--- config.mk ---
export PLATFORM = sky130hd
export DESIGN_NAME = utf8_to_ucs2_lenient_decoder
export DESIGN_NICKNAME = d
export VERILOG_FILES = /design/src/rtl/core/u8dec_pkg.sv /design/src/rtl/core/u8dec_front.sv /design/src/rtl/core/u8dec_queue.sv /design/src/rtl/core/u8dec_back.sv /design/src/rtl/core/utf8_to_ucs2_lenient_decoder.sv
export SDC_FILE = /design/constraint.sdc
export NUM_CORES = 1
export LEC_CHECK = 0
export ABC_AREA = 0
export BUFFER_PORTS_ARGS = -buffer_cell sky130_fd_sc_hd__buf_2
export CORE_MARGIN = 4
export CORE_UTILIZATION = 57
export DETAILED_ROUTE_END_ITERATION = 8
export GPL_TIMING_DRIVEN = 0
export HOLD_SLACK_MARGIN = 0.05
export PLACE_DENSITY = 0.77
export SLEW_MARGIN = 20
export SYNTH_ARGS = -nofsm -noshare
export SYNTH_HDL_FRONTEND = slang
export SYNTH_HIERARCHICAL = 1
export SYNTH_SLANG_ARGS = --single-unit
--- constraint.sdc ---
create_clock -name clk_i -period 8.4 [get_ports clk_i]
set_input_delay 0.42 -clock clk_i [delete_from_list [all_inputs] [get_ports clk_i]]
set_output_delay 0.42 -clock clk_i [all_outputs]
set_load 0.01 [all_outputs]
--- src/rtl/core/u8dec_pkg.sv ---
// u8dec_pkg: shared types and helpers for the utf-8 to ucs-2 decoder
// used by every module under rtl/core; depends on nothing
`timescale 1ns / 1ps

package u8dec_pkg;

  // unit queue depth, counted in groups
  localparam int unsigned QDepth = 4;
  localparam int unsigned QAw    = $clog2(QDepth);

  // most code units one byte can release
  localparam int unsigned MaxUnits = 3;

  // byte classes and masks
  localparam logic [7:0] ContMask  = 8'hC0;
  localparam logic [7:0] ContCode  = 8'h80;
  localparam logic [2:0] Lead3Code = 3'b111;
  localparam logic [2:0] Lead2Code = 3'b110;

  typedef struct packed {
    logic [7:0] data_byte;
    logic       final_byte;
  } in_item_t;

  typedef struct packed {
    logic [15:0] code_unit;
    logic        string_done;
  } out_item_t;

  // units released by one byte, oldest in slot 0
  typedef struct packed {
    logic [MaxUnits-1:0][15:0] units;
    logic [1:0]                cnt;
    logic                      done;
  } group_t;

  function automatic logic is_cont(input logic [7:0] b);
    return (b & ContMask) == ContCode;
  endfunction

endpackage

--- src/rtl/core/u8dec_front.sv ---
// u8dec_front: takes bytes, keeps the undecided ones and resolves each
// byte into a group of up to three code units; uses u8dec_pkg
`timescale 1ns / 1ps

module u8dec_front (
  input  logic                clk_i,
  input  logic                rst_ni,
  input  logic                in_valid_i,
  output logic                in_stall_o,
  input  u8dec_pkg::in_item_t in_item_i,
  input  logic                q_full_i,
  output logic                push_o,
  output u8dec_pkg::group_t   group_o
);
  import u8dec_pkg::*;

  logic [1:0][7:0] pend_q, pend_d;
  logic [1:0]      pend_cnt_q, pend_cnt_d;
  logic            accept;
  group_t          grp;

  assign in_stall_o = q_full_i;
  assign accept     = in_valid_i && !q_full_i;

  // resolve pending bytes plus the new one, at most three units
  always_comb begin
    logic [3:0][7:0] bytes;
    logic [1:0]      n;
    logic [1:0]      head;
    logic [1:0]      avail;
    logic            fin;
    logic            stop;
    logic [7:0]      b0, b1, b2;
    logic [15:0]     unit;
    logic [1:0]      used;
    logic            hold;

    fin   = in_item_i.final_byte;
    bytes = '0;
    case (pend_cnt_q)
      2'd0: begin
        bytes[0] = in_item_i.data_byte;
      end
      2'd1: begin
        bytes[0] = pend_q[0];
        bytes[1] = in_item_i.data_byte;
      end
      default: begin
        bytes[0] = pend_q[0];
        bytes[1] = pend_q[1];
        bytes[2] = in_item_i.data_byte;
      end
    endcase
    n    = (pend_cnt_q >= 2'd2) ? 2'd3 : pend_cnt_q + 2'd1;
    head = '0;
    stop = 1'b0;
    grp  = '0;

    for (int k = 0; k < MaxUnits; k++) begin
      avail = n - head;
      b0    = bytes[head];
      b1    = (avail >= 2'd2) ? bytes[head + 2'd1] : 8'h00;
      b2    = (avail >= 2'd3) ? bytes[head + 2'd2] : 8'h00;
      unit  = {8'h00, b0};
      used  = 2'd1;
      hold  = 1'b0;
      if (!b0[7]) begin
        unit = {8'h00, b0};
      end else if (b0[7:5] == Lead3Code) begin
        if (!fin && avail < 2'd3 && !(avail >= 2'd2 && !is_cont(b1))) begin
          hold = 1'b1;
        end else if (avail >= 2'd3 && is_cont(b1) && is_cont(b2)) begin
          unit = {b0[3:0], b1[5:0], b2[5:0]};
          used = 2'd3;
        end
      end else if (b0[7:5] == Lead2Code) begin
        if (!fin && avail < 2'd2) begin
          hold = 1'b1;
        end else if (avail >= 2'd2 && is_cont(b1)) begin
          unit = {5'b00000, b0[4:0], b1[5:0]};
          used = 2'd2;
        end
      end
      if (!stop && head < n) begin
        if (hold) begin
          stop = 1'b1;
        end else begin
          grp.units[grp.cnt] = unit;
          grp.cnt            = grp.cnt + 2'd1;
          head               = head + used;
        end
      end
    end
    grp.done = fin;

    // what stays undecided
    if (fin) begin
      pend_cnt_d = '0;
    end else begin
      pend_cnt_d = n - head;
    end
    pend_d[0] = bytes[head];
    pend_d[1] = bytes[head + 2'd1];
  end

  assign push_o  = accept && (grp.cnt != 2'd0);
  assign group_o = grp;

  // pending bytes and their count
  always_ff @(posedge clk_i or negedge rst_ni) begin
    if (!rst_ni) begin
      pend_cnt_q <= '0;
    end else if (accept) begin
      pend_cnt_q <= pend_cnt_d;
    end
  end

  always_ff @(posedge clk_i) begin
    if (accept) begin
      pend_q <= pend_d;
    end
  end

  a_pend_le2: assert property (@(posedge clk_i) disable iff (!rst_ni)
    pend_cnt_q != 2'd3)
    else $error("pending count beyond buffer");

  a_final_clears: assert property (@(posedge clk_i) disable iff (!rst_ni)
    accept && in_item_i.final_byte |=> pend_cnt_q == 2'd0)
    else $error("final item left bytes pending");

  a_final_emits: assert property (@(posedge clk_i) disable iff (!rst_ni)
    accept && in_item_i.final_byte |-> push_o)
    else $error("final item released no unit");

endmodule

--- src/rtl/core/u8dec_queue.sv ---
// u8dec_queue: short fifo of unit groups between front and back
// uses u8dec_pkg
`timescale 1ns / 1ps

module u8dec_queue (
  input  logic              clk_i,
  input  logic              rst_ni,
  input  logic              push_i,
  input  u8dec_pkg::group_t group_i,
  input  logic              pop_i,
  output logic              full_o,
  output logic              empty_o,
  output u8dec_pkg::group_t head_o
);
  import u8dec_pkg::*;

  group_t           mem_q [QDepth];
  logic [QAw-1:0]   wr_ptr_q, rd_ptr_q;
  logic [QAw:0]     count_q;

  assign full_o  = (count_q == (QAw+1)'(QDepth));
  assign empty_o = (count_q == '0);
  assign head_o  = mem_q[rd_ptr_q];

  // pointers and fill level
  always_ff @(posedge clk_i or negedge rst_ni) begin
    if (!rst_ni) begin
      wr_ptr_q <= '0;
      rd_ptr_q <= '0;
      count_q  <= '0;
    end else begin
      if (push_i) begin
        wr_ptr_q <= wr_ptr_q + 1'b1;
      end
      if (pop_i) begin
        rd_ptr_q <= rd_ptr_q + 1'b1;
      end
      case ({push_i, pop_i})
        2'b10:   count_q <= count_q + 1'b1;
        2'b01:   count_q <= count_q - 1'b1;
        default: count_q <= count_q;
      endcase
    end
  end

  // group storage
  always_ff @(posedge clk_i) begin
    if (push_i) begin
      mem_q[wr_ptr_q] <= group_i;
    end
  end

  a_no_overflow: assert property (@(posedge clk_i) disable iff (!rst_ni)
    push_i |-> !full_o)
    else $error("push into full queue");

  a_no_underflow: assert property (@(posedge clk_i) disable iff (!rst_ni)
    pop_i |-> !empty_o)
    else $error("pop from empty queue");

  a_group_nonempty: assert property (@(posedge clk_i) disable iff (!rst_ni)
    push_i |-> group_i.cnt != 2'd0)
    else $error("empty group queued");

endmodule

--- src/rtl/core/u8dec_back.sv ---
// u8dec_back: sends the units of the head group one per item
// uses u8dec_pkg
`timescale 1ns / 1ps

module u8dec_back (
  input  logic                 clk_i,
  input  logic                 rst_ni,
  input  logic                 empty_i,
  input  u8dec_pkg::group_t    head_i,
  output logic                 pop_o,
  output logic                 out_valid_o,
  input  logic                 out_stall_i,
  output u8dec_pkg::out_item_t out_item_o
);
  import u8dec_pkg::*;

  logic [1:0] idx_q;
  logic       last;
  logic       accept;

  assign out_valid_o = !empty_i;
  assign accept      = out_valid_o && !out_stall_i;
  assign last        = (idx_q == head_i.cnt - 2'd1);
  assign pop_o       = accept && last;

  // select the current unit of the head group
  assign out_item_o.code_unit   = head_i.units[idx_q];
  assign out_item_o.string_done = head_i.done && last;

  // unit index within the head group
  always_ff @(posedge clk_i or negedge rst_ni) begin
    if (!rst_ni) begin
      idx_q <= '0;
    end else if (accept) begin
      idx_q <= last ? 2'd0 : idx_q + 2'd1;
    end
  end

  a_idx_in_group: assert property (@(posedge clk_i) disable iff (!rst_ni)
    out_valid_o |-> idx_q < head_i.cnt)
    else $error("unit index past group");

  a_idle_idx: assert property (@(posedge clk_i) disable iff (!rst_ni)
    !out_valid_o |-> idx_q == 2'd0)
    else $error("index left mid group");

endmodule

--- src/rtl/core/utf8_to_ucs2_lenient_decoder.sv ---
// utf8_to_ucs2_lenient_decoder: top level, front decoder, group queue, back serializer
// uses u8dec_pkg, u8dec_front, u8dec_queue, u8dec_back
//
//   channel | direction | payload     | handshake
//   --------+-----------+-------------+---------------------------
//   in      | input     | in_item_t   | in_valid_i / in_stall_o
//   out     | output    | out_item_t  | out_valid_o / out_stall_i
//
// one byte is taken per cycle while the four-group queue has room
// the units a byte releases are registered in the group queue and offered from its head
// the output side sends one unit per cycle while out_stall_i is low, so a byte
// releasing k units sends them in turn; the queue absorbs such bursts
// reset clears pending bytes, queue pointers and the unit index
`timescale 1ns / 1ps

module utf8_to_ucs2_lenient_decoder (
  input  logic                 clk_i,
  input  logic                 rst_ni,
  input  logic                 in_valid_i,
  output logic                 in_stall_o,
  input  u8dec_pkg::in_item_t  in_item_i,
  output logic                 out_valid_o,
  input  logic                 out_stall_i,
  output u8dec_pkg::out_item_t out_item_o
);
  import u8dec_pkg::*;

  logic   push, pop, full, empty;
  group_t grp, head;

  u8dec_front u_front (
    .clk_i      (clk_i),
    .rst_ni     (rst_ni),
    .in_valid_i (in_valid_i),
    .in_stall_o (in_stall_o),
    .in_item_i  (in_item_i),
    .q_full_i   (full),
    .push_o     (push),
    .group_o    (grp)
  );

  u8dec_queue u_queue (
    .clk_i   (clk_i),
    .rst_ni  (rst_ni),
    .push_i  (push),
    .group_i (grp),
    .pop_i   (pop),
    .full_o  (full),
    .empty_o (empty),
    .head_o  (head)
  );

  u8dec_back u_back (
    .clk_i       (clk_i),
    .rst_ni      (rst_ni),
    .empty_i     (empty),
    .head_i      (head),
    .pop_o       (pop),
    .out_valid_o (out_valid_o),
    .out_stall_i (out_stall_i),
    .out_item_o  (out_item_o)
  );

endmodule

==> metrics.md <==
| Metric | Value |
|---|---|
| Worst EP required | `8780 ps` |
| End of the worst hold path | `u_queue/mem_q[3][0]` |
| Vias in the first global route | `8081` |
| Synth Cell Area | `0.0121 mm2` |
| CTS clk-pin slew, worst paths | `60 ps` |
| Drt drc | `0` |
| Slowest-stage cell, CP | `fa_2` |
| Async S/R FF share, synth | `4.76%` |
| HPWL after DPL | `22500 um` |
| Core Rows | `53` |
| Inserted Diodes | `0` |
| Final setup violating endpoints | `0` |
| IO buf count | `30` |
| Met3 Use GR | `4.53%` |
| Worst-Margin Slew | `1000 ps` |
| Max Freq | `123 MHz` |
| Global route total overflow | `0` |
| Antenna violations before repair | `0` |
| First-pass GRT wire length | `49400 um` |
| Die Y | `154 um` |
| Most common cell after layout, fill and taps aside | `edfxtp_1` |
| Total Die Area | `0.0237 mm2` |
| Crit path max-delay family | `adder cells` |
| CTS sink count | `231` |
| Reg2reg end | `u_front/pend_cnt_q[1]` |
| FF-to-FF path depth | `29` |
| Starting DRT DRC Count | `978` |
| Worst slack, placed | `-997 ps` |
| Pin count of the biggest net entering global routing | `50` |
| Fill cells | `1586` |
| Mean Syn Cell Area | `13.6 um2` |
| Worst Hold Class | `input pin to flip-flop` |
| Reg-to-Reg Start | `u_front/pend_cnt_q[1]` |
| Total wire length | `32700 um` |
| Pre-antenna DRT Iters | `5` |
| WP buf/inv | `6` |
| Layout cell share with drive strength beyond 1 | `23.0%` |
| Die extent in x | `154 um` |
| Core footprint | `0.0210 mm2` |
| Final instance area | `0.0136 mm2` |
| Flop-to-flop setup slack | `280 ps` |
| Setup WS post-layout | `280 ps` |
| Critical Path Fanout Max | `20` |
| CTS tree | `done` |
| Most frequent cells in the layout | `edfxtp_1, nand2_1, nor2_1` |
| Synth Register Bits | `231` |
| CTS H-tree depth | `1` |
| Post-synth EDFFs | `220` |
| Final #Nets | `990` |
| DR vias/cell | `6.64` |
| Post-synth net total | `926` |
| Status | `completed` |
| Clk_skew | `7.81 ps` |
| Post-route ant nets | `0` |
| Worst-Skew Late Latency | `510 ps` |
| Via count | `8317` |
| Ports | `32` |
| Max cap viols | `0` |
| RD Place Congestion | `0.983` |
| Hold depth | `1` |
| Drt wl/cell | `26.1 um` |
| Met1 track demand over resource | `37.6%` |
| Hold Startpoint | `in_item_i[0]` |
| Post-Synthesis Cells | `895` |
| Critical Path Start Type | `flip-flop` |
| Hold Slack | `110 ps` |
| Worst setup EP type | `flip-flop` |
| Root Buffer | `clkbuf_16` |
| Kind of critical path | `flip-flop to flip-flop` |
| Initial core utilization | `57.9%` |
| Final worst path period share | `96.7%` |
| Post-synth cell types | `83` |
| Headroom to the max-slew limit | `32.8%` |
| Seq/Total Area, Yosys | `56.7%` |
| Final core utilization | `64.7%` |
| Grt peak-use layer | `met2` |
| Synth Warn # | `6` |
| TritonCTS buffer count | `24` |
| Global Route Usage Sum | `27.2%` |
| Max stage delay on crit path | `580 ps` |
| Crit path DAT | `8500 ps` |
| Syn-to-layout area delta | `11.8%` |
| Post-route minimum period | `8120 ps` |
| Primary FF master, synth | `edfxtp_1` |
| Placed cell areas | `0.0127 mm2` |
| Met2 Use GR | `46.0%` |
| Most used cell along the critical path | `ha_1` |
| Pins over their slew limit | `0` |
| Hold Fails Final Rpt | `0` |
| Clk buf depth | `3` |
## repair_timing
item | 4_1_cts | 5_1_grt
hold endpoints to repair | 11 | 0
hold buffers | 1 | 0
pin swaps | 0 | 2
setup buffers | 0 | 5
gates resized for setup | 10 | 7
endpoints found under the setup margin | 307 | 217
## cells in the mapped netlist, drive strengths merged, types with 15 or more instances
cell type	n	area (um2)
a21oi	33	191
buf	38	300
clkbuf	19	71.3
edfxtp	220	6610
ha	15	188
inv	27	101
mux2	26	293
mux2i	28	284
mux4	51	1160
nand2	62	233
nand3	15	85.1
nor2	60	225
nor3	15	75.1
o21ai	67	335
o221ai	22	193
o22ai	22	138
## routing by layer
layer / routed length (um) / part of all wire [%] / vias to the layer above
met5: 0 / 0 / -
met4: 830 / 2.5 / 0
li1: - / - / 3681
met2: 16100 / 49 / 428
met1: 13100 / 40 / 4147
met3: 2590 / 7.9 / 61
## registers in the layout, summed over array words and instances, names as in the netlist
name / flops
u_queue/rd_ptr_q: 2
u_queue/wr_ptr_q: 2
u_back/idx_q: 2
u_queue/mem_q: 204
u_queue/count_q: 3
u_front/pend_q: 16
u_front/pend_cnt_q: 2
## per-stage QoR
step	TNS [ps]	cells
finish	0	1252
CTS	0	1248
global placement	-511830	1200
global route	-2.42	1252
floorplan	0	895
detailed placement	-200050	1204
## worst max path at each step
stage                          start               endpoint  slack [ps]  depth (start not counted)
2_1_floorplan           in_item_i[8]    u_queue/mem_q[2][0]          80                         27
3_3_place_gp            in_item_i[8]   u_queue/mem_q[3][16]       -2370                         27
3_5_place_dp            in_item_i[8]  u_front/pend_cnt_q[1]       -1000                         32
4_1_cts        u_front/pend_cnt_q[1]     u_queue/count_q[2]          20                         31
5_1_grt        u_front/pend_cnt_q[1]     u_queue/count_q[2]          -2                         32
6_report       u_front/pend_cnt_q[1]  u_front/pend_cnt_q[1]         280                         29
## worst reg2reg max path: cells and delay by family, from the launching register on
family / cells / cell delay (ps)
adders and majority gates: 6 / 2310
AOI/OAI and AO/OA: 8 / 2050
buffers and inverters: 6 / 1360
and+or+nand+nor: 7 / 1330
DFF: 1 / 400
muxes: 1 / 340
xor gates and xnor gates: 1 / 210
## kinds of logic (layout without fill, tap and decap cells)
group | count (synthesis) | after routing | synth area share [%]
compound gates | 228 | 228 | 13.2
xor+xnor | 13 | 13 | 1.06
fa+ha+maj | 18 | 18 | 2.04
buf+inv | 86 | 168 | 4.00
flops | 231 | 231 | 56.7
mux | 105 | 105 | 14.3
simple gates | 214 | 214 | 8.64
## layout make-up
type,count,area (um2),area share [%]
inverters,29,114,0.839
repair buffers,40,300,2.21
well taps,275,344,2.54
multi-input cells,578,4820,35.5
clock buffers,28,637,4.70
clock inverters,16,92.6,0.683
plain buffers,55,373,2.75
flip-flops and latches,231,6880,50.7
Power is left out: the tool's default activity adds up to more than one toggle a clock period on the data nets, which glitch-free logic cannot reach.
